<file path="config.mk">
export PLATFORM = sky130hd
export DESIGN_NAME = rational_fraction_alu_core_flat
export DESIGN_NICKNAME = d
export VERILOG_FILES = /design/src/rtl/rfa_pkg.sv /design/src/rtl/rfa_in_if.sv /design/src/rtl/rfa_out_if.sv /design/src/rtl/rfa_divider.sv /design/src/rtl/rfa_datapath.sv /design/src/rtl/rfa_ctrl.sv /design/src/rtl/rational_fraction_alu_core.sv /design/src/flat_wrapper.sv
export SDC_FILE = /design/constraint.sdc
export NUM_CORES = 2
export LEC_CHECK = 0
export BUFFER_PORTS_ARGS = -buffer_cell sky130_fd_sc_hd__buf_2
export CAP_MARGIN = 20
export CORE_UTILIZATION = 45
export CTS_BUF_LIST = sky130_fd_sc_hd__clkbuf_8
export DETAILED_ROUTE_END_ITERATION = 12
export SLEW_MARGIN = 25
export SYNTH_ARGS = -nofsm -noshare
export SYNTH_HDL_FRONTEND = slang
export SYNTH_SLANG_ARGS = --single-unit
</file>
<file path="constraint.sdc">
create_clock -name clk -period 10.5 [get_ports clk]
set_input_delay 0.525 -clock clk [delete_from_list [all_inputs] [get_ports clk]]
set_output_delay 0.525 -clock clk [all_outputs]
set_load 0.005 [all_outputs]
</file>
<file path="src/rtl/rfa_pkg.sv">
// rfa_pkg: shared types, codes and constants of the rational fraction ALU.
// No dependencies.
`default_nettype none
package rfa_pkg;

  localparam int unsigned WordBitsDefault = 32;

  localparam logic [1:0] ACT_ADD = 2'd0;
  localparam logic [1:0] ACT_SUB = 2'd1;
  localparam logic [1:0] ACT_MUL = 2'd2;
  localparam logic [1:0] ACT_DIV = 2'd3;

  localparam logic [1:0] ST_OK       = 2'd0;
  localparam logic [1:0] ST_ZERO_DEN = 2'd1;
  localparam logic [1:0] ST_OVERFLOW = 2'd2;

  typedef enum logic [3:0] {
    OP_NONE, OP_LOAD, OP_GCD_DEN, OP_GCD_RES, OP_GCD_NEXT,
    OP_DIV_XY, OP_DIV_QA, OP_DIV_QB, OP_DIV_RN, OP_DIV_RD,
    OP_SAVE_QA, OP_SAVE_QB, OP_SAVE_RN, OP_SAVE_RD,
    OP_MUL, OP_COMBINE
  } op_t;

  typedef enum logic [2:0] {
    MS_TA, MS_TB, MS_RD_ADD, MS_RN_MUL, MS_RD_MUL, MS_RN_DIV, MS_RD_DIV
  } mul_sel_t;

  typedef enum logic [1:0] {
    K_NORMAL, K_ZERO, K_ZERO_DEN
  } kind_t;

  typedef struct packed {
    op_t      op;
    mul_sel_t msel;
    logic     out_load;
    kind_t    kind;
  } cmd_t;

  typedef struct packed {
    logic       div_idle;
    logic       y_zero;
    logic       rn_zero;
    logic       zd_err;
    logic [1:0] act;
  } stat_t;

endpackage
`default_nettype wire

</file>
<file path="src/rtl/rfa_in_if.sv">
// rfa_in_if: input channel carrying the operation and two fractions.
// Depends on nothing.
`default_nettype none
interface rfa_in_if;
  logic               valid;
  logic               ready;
  logic [1:0]         action;
  logic signed [31:0] num_a;
  logic signed [31:0] den_a;
  logic signed [31:0] num_b;
  logic signed [31:0] den_b;
  modport source (output valid, action, num_a, den_a, num_b, den_b, input ready);
  modport sink   (input valid, action, num_a, den_a, num_b, den_b, output ready);
endinterface
`default_nettype wire

</file>
<file path="src/rtl/rfa_out_if.sv">
// rfa_out_if: result channel carrying the reduced fraction and status.
// Depends on nothing.
`default_nettype none
interface rfa_out_if;
  logic               valid;
  logic               ready;
  logic signed [31:0] res_num;
  logic [30:0]        res_den;
  logic [1:0]         status;
  modport source (output valid, res_num, res_den, status, input ready);
  modport sink   (input valid, res_num, res_den, status, output ready);
endinterface
`default_nettype wire

</file>
<file path="src/rtl/rfa_divider.sv">
// rfa_divider: 64-bit restoring divider, one quotient bit per cycle.
// Depends on nothing.
`default_nettype none
module rfa_divider (
  input  wire logic        clk,
  input  wire logic        rst,
  input  wire logic        start,
  input  wire logic [63:0] dividend,
  input  wire logic [63:0] divisor,
  output logic             idle,
  output logic [63:0]      quo,
  output logic [63:0]      rem
);
  logic [6:0]  cnt;
  logic [63:0] acc;
  logic [63:0] d;
  logic [64:0] shifted;
  logic [64:0] diff;

  assign shifted = {acc, quo[63]};
  assign diff    = shifted - {1'b0, d};
  assign idle    = (cnt == 7'd0);
  assign rem     = acc;

  always_ff @(posedge clk) begin
    if (rst) begin
      cnt <= 7'd0;
    end else if (start) begin
      cnt <= 7'd64;
    end else if (!idle) begin
      cnt <= cnt - 7'd1;
    end
  end

  always_ff @(posedge clk) begin
    if (start) begin
      acc <= 64'd0;
      quo <= dividend;
      d   <= divisor;
    end else if (!idle) begin
      if (!diff[64]) begin
        acc <= diff[63:0];
        quo <= {quo[62:0], 1'b1};
      end else begin
        acc <= shifted[63:0];
        quo <= {quo[62:0], 1'b0};
      end
    end
  end
endmodule
`default_nettype wire

</file>
<file path="src/rtl/rfa_datapath.sv">
// rfa_datapath: operand registers, shared multiplier, GCD registers, result register.
// Depends on rfa_pkg and rfa_divider.
`default_nettype none
module rfa_datapath #(
  parameter int unsigned WORD_BITS = rfa_pkg::WordBitsDefault
) (
  input  wire logic               clk,
  input  wire logic               rst,
  input  wire rfa_pkg::cmd_t      cmd,
  output rfa_pkg::stat_t          stat,
  input  wire logic [1:0]         in_action,
  input  wire logic [31:0]        in_num_a,
  input  wire logic [31:0]        in_den_a,
  input  wire logic [31:0]        in_num_b,
  input  wire logic [31:0]        in_den_b,
  output logic signed [31:0]      res_num,
  output logic [30:0]             res_den,
  output logic [1:0]              status
);
  localparam logic [63:0] Limit = 64'd1 << (WORD_BITS - 1);

  logic [1:0]  act;
  logic [31:0] na, da, nb, db, qa, qb;
  logic        sa, sb, rs;
  logic [63:0] x, y, rn, rd, ta, tb;
  logic [31:0] mul_a, mul_b;
  logic [63:0] prod;
  logic        div_start, div_idle;
  logic [63:0] div_n, div_d, div_q, div_r;
  logic        sbe;
  logic        ovf;

  function automatic logic [31:0] mag(input logic [31:0] v);
    mag = v[31] ? (~v + 32'd1) : v;
  endfunction

  rfa_divider u_div (
    .clk(clk), .rst(rst), .start(div_start), .dividend(div_n), .divisor(div_d),
    .idle(div_idle), .quo(div_q), .rem(div_r)
  );

  always_comb begin
    div_start = 1'b1;
    div_n     = x;
    div_d     = y;
    unique case (cmd.op)
      rfa_pkg::OP_DIV_XY: begin div_n = x;            div_d = y; end
      rfa_pkg::OP_DIV_QA: begin div_n = {32'd0, db};  div_d = x; end
      rfa_pkg::OP_DIV_QB: begin div_n = {32'd0, da};  div_d = x; end
      rfa_pkg::OP_DIV_RN: begin div_n = rn;           div_d = x; end
      rfa_pkg::OP_DIV_RD: begin div_n = rd;           div_d = x; end
      default:            div_start = 1'b0;
    endcase
  end

  always_comb begin
    unique case (cmd.msel)
      rfa_pkg::MS_TA:     begin mul_a = na; mul_b = qa; end
      rfa_pkg::MS_TB:     begin mul_a = nb; mul_b = qb; end
      rfa_pkg::MS_RD_ADD: begin mul_a = qb; mul_b = db; end
      rfa_pkg::MS_RN_MUL: begin mul_a = na; mul_b = nb; end
      rfa_pkg::MS_RD_MUL: begin mul_a = da; mul_b = db; end
      rfa_pkg::MS_RN_DIV: begin mul_a = na; mul_b = db; end
      rfa_pkg::MS_RD_DIV: begin mul_a = da; mul_b = nb; end
      default:            begin mul_a = na; mul_b = nb; end
    endcase
  end

  assign prod = {32'd0, mul_a} * {32'd0, mul_b};
  assign sbe  = (act == rfa_pkg::ACT_SUB) ? ~sb : sb;
  assign ovf  = (rd > Limit - 64'd1) || (rs ? (rn > Limit) : (rn > Limit - 64'd1));

  assign stat.div_idle = div_idle;
  assign stat.y_zero   = (y == 64'd0);
  assign stat.rn_zero  = (rn == 64'd0);
  assign stat.zd_err   = (da == 32'd0) || (db == 32'd0) ||
                         ((act == rfa_pkg::ACT_DIV) && (nb == 32'd0));
  assign stat.act      = act;

  always_ff @(posedge clk) begin
    unique case (cmd.op)
      rfa_pkg::OP_LOAD: begin
        act <= in_action;
        na  <= mag(in_num_a);
        da  <= mag(in_den_a);
        nb  <= mag(in_num_b);
        db  <= mag(in_den_b);
        sa  <= in_num_a[31] ^ in_den_a[31];
        sb  <= in_num_b[31] ^ in_den_b[31];
      end
      rfa_pkg::OP_GCD_DEN: begin x <= {32'd0, da}; y <= {32'd0, db}; end
      rfa_pkg::OP_GCD_RES: begin x <= rn; y <= rd; end
      rfa_pkg::OP_GCD_NEXT: begin x <= y; y <= div_r; end
      rfa_pkg::OP_SAVE_QA: qa <= div_q[31:0];
      rfa_pkg::OP_SAVE_QB: qb <= div_q[31:0];
      rfa_pkg::OP_SAVE_RN: rn <= div_q;
      rfa_pkg::OP_SAVE_RD: rd <= div_q;
      rfa_pkg::OP_MUL: begin
        unique case (cmd.msel)
          rfa_pkg::MS_TA:     ta <= prod;
          rfa_pkg::MS_TB:     tb <= prod;
          rfa_pkg::MS_RD_ADD: rd <= prod;
          rfa_pkg::MS_RN_MUL,
          rfa_pkg::MS_RN_DIV: begin rn <= prod; rs <= sa ^ sb; end
          default:            rd <= prod;
        endcase
      end
      rfa_pkg::OP_COMBINE: begin
        if (sa == sbe) begin
          rn <= ta + tb; rs <= sa;
        end else if (ta >= tb) begin
          rn <= ta - tb; rs <= sa;
        end else begin
          rn <= tb - ta; rs <= sbe;
        end
      end
      default: ;
    endcase
  end

  always_ff @(posedge clk) begin
    if (cmd.out_load) begin
      unique case (cmd.kind)
        rfa_pkg::K_ZERO_DEN: begin
          res_num <= '0; res_den <= '0; status <= rfa_pkg::ST_ZERO_DEN;
        end
        rfa_pkg::K_ZERO: begin
          res_num <= '0; res_den <= 31'd1; status <= rfa_pkg::ST_OK;
        end
        default: begin
          if (ovf) begin
            res_num <= '0; res_den <= '0; status <= rfa_pkg::ST_OVERFLOW;
          end else begin
            res_num <= rs ? (~rn[31:0] + 32'd1) : rn[31:0];
            res_den <= rd[30:0];
            status  <= rfa_pkg::ST_OK;
          end
        end
      endcase
    end
  end
endmodule
`default_nettype wire

</file>
<file path="src/rtl/rfa_ctrl.sv">
// rfa_ctrl: sequencing state machine and result-valid handshake.
// Depends on rfa_pkg.
`default_nettype none
module rfa_ctrl (
  input  wire logic           clk,
  input  wire logic           rst,
  input  wire logic           in_valid,
  output logic                in_ready,
  output logic                out_valid,
  input  wire logic           out_ready,
  input  wire rfa_pkg::stat_t stat,
  output rfa_pkg::cmd_t       cmd
);
  typedef enum logic [15:0] {
    S_IDLE  = 16'h0001, S_CHECK = 16'h0002, S_M2    = 16'h0004, S_GTEST = 16'h0008,
    S_GWAIT = 16'h0010, S_QA    = 16'h0020, S_QBS   = 16'h0040, S_QB    = 16'h0080,
    S_MA    = 16'h0100, S_MB    = 16'h0200, S_MD    = 16'h0400, S_CMB   = 16'h0800,
    S_ZTEST = 16'h1000, S_QN    = 16'h2000, S_QDS   = 16'h4000, S_QD    = 16'h8000
  } state_t;

  state_t         state, state_next;
  logic           phase, phase_next;
  logic           wr_pend, wr_pend_next;
  rfa_pkg::kind_t kind, kind_next;
  logic           can_write;

  assign in_ready  = (state == S_IDLE) && !wr_pend;
  assign can_write = wr_pend && (!out_valid || out_ready);

  always_comb begin
    state_next   = state;
    phase_next   = phase;
    wr_pend_next = wr_pend;
    kind_next    = kind;
    cmd.op       = rfa_pkg::OP_NONE;
    cmd.msel     = rfa_pkg::MS_TA;
    cmd.out_load = can_write;
    cmd.kind     = kind;
    if (can_write) wr_pend_next = 1'b0;
    unique case (state)
      S_IDLE: if (in_valid && in_ready) begin
        cmd.op = rfa_pkg::OP_LOAD; state_next = S_CHECK;
      end
      S_CHECK: begin
        if (stat.zd_err) begin
          kind_next = rfa_pkg::K_ZERO_DEN; wr_pend_next = 1'b1; state_next = S_IDLE;
        end else if (stat.act == rfa_pkg::ACT_ADD || stat.act == rfa_pkg::ACT_SUB) begin
          cmd.op = rfa_pkg::OP_GCD_DEN; phase_next = 1'b0; state_next = S_GTEST;
        end else begin
          cmd.op   = rfa_pkg::OP_MUL;
          cmd.msel = (stat.act == rfa_pkg::ACT_MUL) ? rfa_pkg::MS_RN_MUL : rfa_pkg::MS_RN_DIV;
          state_next = S_M2;
        end
      end
      S_M2: begin
        cmd.op   = rfa_pkg::OP_MUL;
        cmd.msel = (stat.act == rfa_pkg::ACT_MUL) ? rfa_pkg::MS_RD_MUL : rfa_pkg::MS_RD_DIV;
        state_next = S_ZTEST;
      end
      S_GTEST: begin
        if (!stat.y_zero) begin
          cmd.op = rfa_pkg::OP_DIV_XY; state_next = S_GWAIT;
        end else if (!phase) begin
          cmd.op = rfa_pkg::OP_DIV_QA; state_next = S_QA;
        end else begin
          cmd.op = rfa_pkg::OP_DIV_RN; state_next = S_QN;
        end
      end
      S_GWAIT: if (stat.div_idle) begin
        cmd.op = rfa_pkg::OP_GCD_NEXT; state_next = S_GTEST;
      end
      S_QA: if (stat.div_idle) begin
        cmd.op = rfa_pkg::OP_SAVE_QA; state_next = S_QBS;
      end
      S_QBS: begin cmd.op = rfa_pkg::OP_DIV_QB; state_next = S_QB; end
      S_QB: if (stat.div_idle) begin
        cmd.op = rfa_pkg::OP_SAVE_QB; state_next = S_MA;
      end
      S_MA: begin cmd.op = rfa_pkg::OP_MUL; cmd.msel = rfa_pkg::MS_TA; state_next = S_MB; end
      S_MB: begin cmd.op = rfa_pkg::OP_MUL; cmd.msel = rfa_pkg::MS_TB; state_next = S_MD; end
      S_MD: begin
        cmd.op = rfa_pkg::OP_MUL; cmd.msel = rfa_pkg::MS_RD_ADD; state_next = S_CMB;
      end
      S_CMB: begin cmd.op = rfa_pkg::OP_COMBINE; state_next = S_ZTEST; end
      S_ZTEST: begin
        if (stat.rn_zero) begin
          kind_next = rfa_pkg::K_ZERO; wr_pend_next = 1'b1; state_next = S_IDLE;
        end else begin
          cmd.op = rfa_pkg::OP_GCD_RES; phase_next = 1'b1; state_next = S_GTEST;
        end
      end
      S_QN: if (stat.div_idle) begin
        cmd.op = rfa_pkg::OP_SAVE_RN; state_next = S_QDS;
      end
      S_QDS: begin cmd.op = rfa_pkg::OP_DIV_RD; state_next = S_QD; end
      S_QD: if (stat.div_idle) begin
        cmd.op = rfa_pkg::OP_SAVE_RD; kind_next = rfa_pkg::K_NORMAL;
        wr_pend_next = 1'b1; state_next = S_IDLE;
      end
      default: state_next = S_IDLE;
    endcase
  end

  always_ff @(posedge clk) begin
    if (rst) begin
      state     <= S_IDLE;
      phase     <= 1'b0;
      wr_pend   <= 1'b0;
      kind      <= rfa_pkg::K_NORMAL;
      out_valid <= 1'b0;
    end else begin
      state   <= state_next;
      phase   <= phase_next;
      wr_pend <= wr_pend_next;
      kind    <= kind_next;
      if (can_write) out_valid <= 1'b1;
      else if (out_ready) out_valid <= 1'b0;
    end
  end

  a_accept_check: assert property (@(posedge clk) disable iff (rst)
    (in_valid && in_ready) |=> (state == S_CHECK))
    else $error("accepted transaction did not enter check");
  a_div_free: assert property (@(posedge clk) disable iff (rst)
    (cmd.op == rfa_pkg::OP_DIV_XY || cmd.op == rfa_pkg::OP_DIV_QA ||
     cmd.op == rfa_pkg::OP_DIV_QB || cmd.op == rfa_pkg::OP_DIV_RN ||
     cmd.op == rfa_pkg::OP_DIV_RD) |-> stat.div_idle)
    else $error("divider started while busy");
  a_no_overwrite: assert property (@(posedge clk) disable iff (rst)
    (out_valid && !out_ready) |-> !cmd.out_load)
    else $error("result overwritten while stalled");
endmodule
`default_nettype wire

</file>
<file path="src/rtl/rational_fraction_alu_core.sv">
// rational_fraction_alu_core: top level of the rational fraction ALU.
// Depends on rfa_pkg, rfa_in_if, rfa_out_if, rfa_ctrl, rfa_datapath.
//
// Input channel in_ch carries action (add, subtract, multiply, divide) and two
// signed fractions; output channel out_ch returns the result reduced to lowest
// terms with the sign on res_num, plus a status (ok, zero denominator,
// overflow). Both use valid/ready; a transaction moves when both are high.
// One item is worked on at a time. Every remainder and every division by the
// GCD goes through one shared 64-bit divider that produces one quotient bit
// per cycle, so the number of Euclid steps sets how long a result takes. Add
// and subtract run Euclid on the denominators and then on the result;
// multiply and divide only on the result. A zero denominator needs no division.
// The finished result sits in an output register; a new transaction is taken
// while it waits, and a stalled receiver holds the next result pending.
// Synchronous reset returns the controller to idle and drops out_ch.valid.
`default_nettype none
module rational_fraction_alu_core #(
  parameter int unsigned WORD_BITS = rfa_pkg::WordBitsDefault
) (
  input wire logic clk,
  input wire logic rst,
  rfa_in_if.sink   in_ch,
  rfa_out_if.source out_ch
);
  rfa_pkg::cmd_t  cmd;
  rfa_pkg::stat_t stat;

  rfa_ctrl u_ctrl (
    .clk(clk), .rst(rst),
    .in_valid(in_ch.valid), .in_ready(in_ch.ready),
    .out_valid(out_ch.valid), .out_ready(out_ch.ready),
    .stat(stat), .cmd(cmd)
  );

  rfa_datapath #(.WORD_BITS(WORD_BITS)) u_dp (
    .clk(clk), .rst(rst), .cmd(cmd), .stat(stat),
    .in_action(in_ch.action),
    .in_num_a(in_ch.num_a), .in_den_a(in_ch.den_a),
    .in_num_b(in_ch.num_b), .in_den_b(in_ch.den_b),
    .res_num(out_ch.res_num), .res_den(out_ch.res_den), .status(out_ch.status)
  );
endmodule
`default_nettype wire
</file>
<file path="src/flat_wrapper.sv">
// flat-port wrapper written by rule: the top's interface ports become plain ports
module rational_fraction_alu_core_flat 
#(
  parameter int unsigned WORD_BITS = rfa_pkg::WordBitsDefault
)
  (clk, rst, in_ch_valid, in_ch_action, in_ch_num_a, in_ch_den_a, in_ch_num_b, in_ch_den_b, in_ch_ready, out_ch_valid, out_ch_res_num, out_ch_res_den, out_ch_status, out_ch_ready);
  rfa_in_if in_ch_i ();
  rfa_out_if out_ch_i ();
  input wire logic clk;
  input wire logic rst;
  input wire logic [$bits(in_ch_i.valid)-1:0] in_ch_valid;
  input wire logic [$bits(in_ch_i.action)-1:0] in_ch_action;
  input wire logic [$bits(in_ch_i.num_a)-1:0] in_ch_num_a;
  input wire logic [$bits(in_ch_i.den_a)-1:0] in_ch_den_a;
  input wire logic [$bits(in_ch_i.num_b)-1:0] in_ch_num_b;
  input wire logic [$bits(in_ch_i.den_b)-1:0] in_ch_den_b;
  output wire logic [$bits(in_ch_i.ready)-1:0] in_ch_ready;
  output wire logic [$bits(out_ch_i.valid)-1:0] out_ch_valid;
  output wire logic [$bits(out_ch_i.res_num)-1:0] out_ch_res_num;
  output wire logic [$bits(out_ch_i.res_den)-1:0] out_ch_res_den;
  output wire logic [$bits(out_ch_i.status)-1:0] out_ch_status;
  input wire logic [$bits(out_ch_i.ready)-1:0] out_ch_ready;
  assign in_ch_i.valid = in_ch_valid;
  assign in_ch_i.action = in_ch_action;
  assign in_ch_i.num_a = in_ch_num_a;
  assign in_ch_i.den_a = in_ch_den_a;
  assign in_ch_i.num_b = in_ch_num_b;
  assign in_ch_i.den_b = in_ch_den_b;
  assign in_ch_ready = in_ch_i.ready;
  assign out_ch_valid = out_ch_i.valid;
  assign out_ch_res_num = out_ch_i.res_num;
  assign out_ch_res_den = out_ch_i.res_den;
  assign out_ch_status = out_ch_i.status;
  assign out_ch_i.ready = out_ch_ready;
  rational_fraction_alu_core #(.WORD_BITS(WORD_BITS)) u_core (.clk(clk), .rst(rst), .in_ch(in_ch_i), .out_ch(out_ch_i));
endmodule
</file>
# Word level (Yosys, flattened, before mapping)
# Index checks and enable logic that the tools add are counted.
# totals
reg_bits	866
input_bits	134
output_inout_bits	67
wordCells	235
# op_classes
n_addsub	10
multipliers	1
n_lt_le_gt_ge	4
n_eq_ne	57
n_mux	77
bitwise	9
reduce_logical	44
# ops
op	count
one-hot mux 64 bit (3 select lines)	3
2-to-1 mux 64 bit	8
one-hot mux 64 bit (4 select lines)	1
one-hot mux 16 bit (15 select lines)	1
one-hot mux 32 bit (3 select lines)	2
adder 32 x 1 -> 32 bit, second input constant	5
inverter 32 bit	5
2-to-1 mux 31 bit	5
greater-than comparator 64 x 31 -> 1 bit, second input constant	2
zero test 64 bit	2
one-hot mux 64 bit (2 select lines)	1
subtractor 64 bit	2
zero test 32 bit	3
2-to-1 mux 16 bit	6
subtractor 65 x 64 -> 65 bit	1
adder 64 bit	1
greater-or-equal comparator 64 bit	1
greater-than comparator 64 x 32 -> 1 bit, second input constant	1
multiplier 32 x 32 -> 64 bit	1
one-hot mux 31 bit (2 select lines)	1
one-hot mux 4 bit (13 select lines)	1
2-to-1 mux 4 bit	10
== test 4 bit, second input constant	8
2-to-1 mux 32 bit	1
other kinds (55)	130

# Logic depth before layout (Yosys ltp)
# logic_depth
depth_word	11
depth_mapped	40
ltp_nobuf	36

# Cells and area by module
# A second synthesis with hierarchy kept.
# hier_totals
cells_unflattened	9729
area_unflattened_um2	88413.5
# modules_own_cells
module	n_inst	cells_each	area_each_um2	seq_area_each_um2
rfa_datapath	1	8340	75093.3	19398.6
rfa_divider	1	1214	11872.6	5265.0
rfa_ctrl	1	175	1447.6	420.4

# Worst setup path before layout
# No wires, ideal clock.
# synth_path
path_kind	reg-to-reg
from	register u_core.u_ctrl.state[7]
to	register u_core.u_dp.rn[54] (data pin)
setup_time_ps	271
arrival_ps	11214
required_time_ps	10229
slack_ps	-986
path_stages_with_launch	38
n_path_buf	6
synth_period_minus_slack_ps	11486
cell_sequence	dfxtp_1 > buf_2 > or4_4 > nor4_1 > and3_1 > clkbuf_1 > clkbuf_1 > buf_1 > a221oi_1 > nand2_1 > o21ai_2 > buf_2 > nor2_1 > fa_1 > inv_1 > fa_1 > fa_1 > fa_1 > [... 2 more ...] > fa_1 > fa_1 > inv_1 > fa_1 > inv_1 > ha_1 > clkbuf_1 > a21o_1 > o21bai_1 > a2111oi_0 > nor2_1 > a311oi_1 > o41ai_1 > a221oi_1 > o21ai_0 > xor2_1 > nand2_1 > o211ai_1
# synth_between
elab_chain_cells	8
word_cells_on_any_way	38
classes_between	mul (1); eq/ne (24); mux (7); reduce/logical (6)
# synth_rtl
item	line_no	rtl
start: declaration	rfa_ctrl.sv:21	state_t state, state_next;
start signal: assignment	rfa_ctrl.sv:112	state <= state_next;
== test 16 x 11 -> 1 bit, or another cell as far along	rfa_ctrl.sv:40	unique case (state)
one-hot mux 3 bit (4 select lines) (*)	rfa_ctrl.sv:40	
== test 3 bit / == test 3 x 2 -> 1 bit (equally long branches)	rfa_datapath.sv:57	unique case (cmd.msel)
OR reduction 3 bit (no source line) / OR reduction 2 bit (equally long branches)	-	
one-hot mux 32 bit (3 select lines)	rfa_datapath.sv:57	
multiplier 32 x 32 -> 64 bit (*)	rfa_datapath.sv:69	assign prod = {32'd0, mul_a} * {32'd0, mul_b};
net u_core.u_dp.prod[54]	rfa_datapath.sv:27	logic [63:0] prod;
2-to-1 mux 64 bit (*)	rfa_datapath.sv:99	unique case (cmd.msel)
one-hot mux 64 bit (3 select lines) (*)	rfa_datapath.sv:81	unique case (cmd.op)
end signal: assignment	rfa_datapath.sv:96	rfa_pkg::OP_SAVE_RN: rn <= div_q;
end signal: assignment	rfa_datapath.sv:104	rfa_pkg::MS_RN_DIV: begin rn <= prod; rs <= sa ^ sb; end
end: declaration	rfa_datapath.sv:25	logic [63:0] x, y, rn, rd, ta, tb;
# Mark *: on every way through the listed nets, which the timed path passes. The rest lies on a longest branch. The select of a mux whose other input is x is not followed.
# A chain may end at the register's enable or synchronous reset.

# Worst setup path in the final report
# layout_path
from	register u_core.u_ctrl.state[3]
to	register u_core.u_dp.rn[61] (data pin)
# Same word-level chain as after synthesis.

==> impl_metrics.csv <==
group,metric,value,unit
run_status,status,"finished with violations",
run_status,violations,"negative setup slack",
synth,synth-async-reset-ratio,0,
die,fp.dieW,441.9,um
synth,synth_simple_gate_area_share,0.1545,
synth,synth_area_leaders,"edfxtp_1 (27%), fa_1 (21%), ha_1 (7.5%)",
synth,share_of_the_synthesized_netlist_area_taken_by_xor_and_xnor_gates,0.03430,
clocking,cts_buffers,149,
critical_path,timing.critical_path.required,11.15,ns
routing,vias,78689,
grt,grt_overflow_total,0,
die,die_span_y,441.9,um
finish,finish.net_count,11958,
synth,avgSynthCellArea,9.196,sq um
critical_path,r2r_end,"u_core.u_dp.rn[61]",
clocking,cts.clk_slew.worst_paths,0.06,ns
finish,drive_above_1_share,0.1747,
timing,final_period_demand_of_the_worst_path,10.81,ns
grt,antenna_violations_before_repair,26,
worst_hold_path,number_of_cells_on_the_worst_hold_path,3,
critical_path,critPathMaxFanout,6,
critical_path,crit-reg2reg-launch,"u_core.u_ctrl.state[3]",
routing,post_drt_via_cell_ratio,6.025,
synth,yosysWarnings,0,
die,std_cell_rows,161,
synth,synth_top_area_frac,0.2670,
synth,ys_seq_area_frac,0.2881,
clocking,cts-htree-levels,4,
grt,track_usage,0.3631,
synth,ys_seq_elements,866,
synth,leading_area_contributor_after_synthesis,"edfxtp_1",
routing,detail_route.first_pass.iterations,13,
clocking,clockRootBuffer,"clkbuf_8",
die,design.portCount,201,
routing,wl_per_cell,27.73,um
routing,drc,0,
worst_hold_path,worst_hold_path.endpoint,"u_core.u_ctrl.state[1]",
clocking,insertion_delay,0.94,ns
grt,largest_net_degree_at_the_start_of_global_routing,81,
timing,fmax,0.09249,GHz
critical_path,timing.critical_path.slowest_stage_cell,"fa_1",
critical_path,worstRegToRegCells,40,
synth,synth_edf_count,774,
synth,yosys.area_share.adder,0.2824,
synth,synth_top_family_by_area,"adder cells",
timing,final.setup_skew,0.03863,ns
critical_path,setup_crit_path_kind,"register to register",
timing,worst_hold_slack,0.08823,ns
place,port_buffers,200,
timing,worst_slew_pin_slew,1.249,ns
synth,synth_area,0.08706,sq mm
critical_path,timing.critical_path.from_type,"register",
die,design.die.area,0.1952,sq mm
synth,post_synth_mux_area_share,0.01808,
critical_path,timing.critical_path.mode_cell,"fa_1",
finish,multiInputGateArea,0.05765,sq mm
timing,timing_hold_violations_final,0,
timing,setup-violations-final,71,
synth,synth-compound-area-share,0.1476,
worst_hold_path,hold_path.class,"input pin to register",
critical_path,cp_slowest_stage_delay,0.60,ns
synth,synth_top_flop_cell,"edfxtp_1",
timing,grt_setup_unrepaired,"yes",
clocking,cts.path.max_buffers,3,
place,detailedPlacementHpwl,291.3,mm
grt,first_global_vias,76775,
clocking,cts_num_sinks,866,
flow_run,maxCapViolCount,0,
synth,yosys-top-cells-count,"nand2_1 (1281), inv_1 (1170), nor2_1 (961)",
grt,first_pass_grt_wire_length,522.2,mm
critical_path,reg2reg_setup_slack,-0.31,ns
die,initial_core_util,0.4526,
finish,layout_area_growth_over_synthesis,20.01,%
synth,post-synth-top-count-cell,"nand2_1",
synth,synthesis.nets,11027,
critical_path,cp-end-kind,"register",
routing,drt_iter0_drc,9463,
routing,finalWirelength,362.1,mm
clocking,tritoncts_clock_tree,"built",
critical_path,cp_data_arrival_time,11.46,ns
timing,drv_slew,0,
timing,setup_slack,-0.3123,ns
synth,instance_count_of_the_mapped_netlist,9468,
timing,layout_worst_path_cycle_share,1.030,
timing,max-slew-margin-rel,0.1586,
worst_hold_path,timing.hold.worst.start,"in_ch_valid",
place,gp_congestion,1.009,
finish,filler_cell_count,17486,
die,core_area,0.1924,sq mm
routing,detail-route-antenna-nets,0,
finish,regArea,0.02509,sq mm
synth,yosys.cell_types.count,98,
==> placed cells by master, fill, tap and decap left out, drive strengths merged, types with 92 or more instances in the layout <==
master and count:
xnor2 245, a222oi 96, o21a 103, nor2 963, nand3 100, nor4 99, dlygate4sd3 154, nand4 97
a21oi 540, edfxtp 774, fa 900, nor3 112, xor2 96, ha 525, nand2 1281, inv 1201
clkbuf 154, o21ai 432, buf 1134, dfxtp 92
==> timing repair <==
item,in CTS,in global routing
buffers inserted,66,52
hold buffers,154,0
resized for setup,304,218
pin swaps,83,96
endpoints found under the hold margin,132,0
cloned,7,0
endpoints found under the setup margin,151,146
==> critical path, delay by kind of cell (launching register included) <==
family,cells,cell delay (ns)
adders and majority gates,9,4.37
and+or+nand+nor,9,2.73
AOI/OAI and AO/OA,10,1.54
buffers and inverters,11,1.26
DFF,1,0.33
muxes,1,0.24
==> stage by stage <==
stage	cell area, sq um	worst slack (ns)	instances	util	TNS [ns]
final	104500	-0.3123	13061	0.5431	-9.791
after global routing	104500	-0.5936	13052	0.5430	-33.98
after CTS	103200	-0.2689	13007	0.5362	-8.945
after detailed placement	96570	-1.612	12508	0.5020	-81.99
after global placement	96550	-1.332	12508	0.5019	-58.76
after floorplan	87070	0.02258	9468	-	0
==> worst max path at each step <==
stage / startpoint / end
after floorplan: u_core.u_ctrl.state[7] / u_core.u_dp.rn[54]
after global placement: u_core.u_ctrl.state[0] / u_core.u_dp.rd[63]
after detailed placement: u_core.u_ctrl.state[0] / u_core.u_dp.rd[63]
after CTS: u_core.u_ctrl.state[0] / u_core.u_dp.rn[55]
after global routing: u_core.u_ctrl.state[14] / u_core.u_dp.rn[55]
final: u_core.u_ctrl.state[3] / u_core.u_dp.rn[61]
==> kinds of logic after synthesis <==
logic type	Yosys count
XOR/XNOR	341
flip-flops	866
AO/OA/AOI/OAI	1951
buffers and inverters	1683
AND/OR/NAND/NOR	3054
multiplexers	148
adder cells (fa/ha/maj)	1425
==> flip-flops by register name (all words and copies together) (netlist names), 2 cells and up <==
name and cells:
u_core.u_dp.rd 64, u_core.u_dp.u_div.quo 64, u_core.u_dp.ta 64, u_core.u_ctrl.kind 2
u_core.u_dp.u_div.d 64, u_core.u_dp.db 32, u_core.u_dp.nb 32, u_core.u_dp.res_num 32
u_core.u_dp.u_div.cnt 7, u_core.u_dp.y 64, u_core.u_dp.act 2, u_core.u_dp.na 32
u_core.u_dp.da 32, u_core.u_dp.status 2, u_core.u_dp.tb 64, u_core.u_dp.rn 64
u_core.u_dp.res_den 31, u_core.u_dp.u_div.rem 64, u_core.u_ctrl.state 16, u_core.u_dp.x 64
u_core.u_dp.qa 32, u_core.u_dp.qb 32
==> per-layer routing <==
metal | track usage | vias up | routed length (um) | part of all wire
met5 | 0 | - | 58 | 0.00016
met4 | 0.1681 | 10 | 19110 | 0.053
met3 | 0.07753 | 727 | 36080 | 0.10
met2 | 0.5586 | 4276 | 161000 | 0.44
met1 | 0.4898 | 39476 | 145900 | 0.40
li1 | - | 34200 | - | -
==> cell type report <==
cell class	count	share of cell area
multi-input cells	6919	0.5517
diodes	14	0.0003353
well taps	2526	0.03025
inverters	1172	0.04214
clock inverters	120	0.007616
repair buffers	1291	0.1077
flip-flops and latches	866	0.2401
clock buffers	153	0.02015
Power is not shown: default switching activity piles up to over one toggle a cycle in this logic, so the estimate is an artifact.
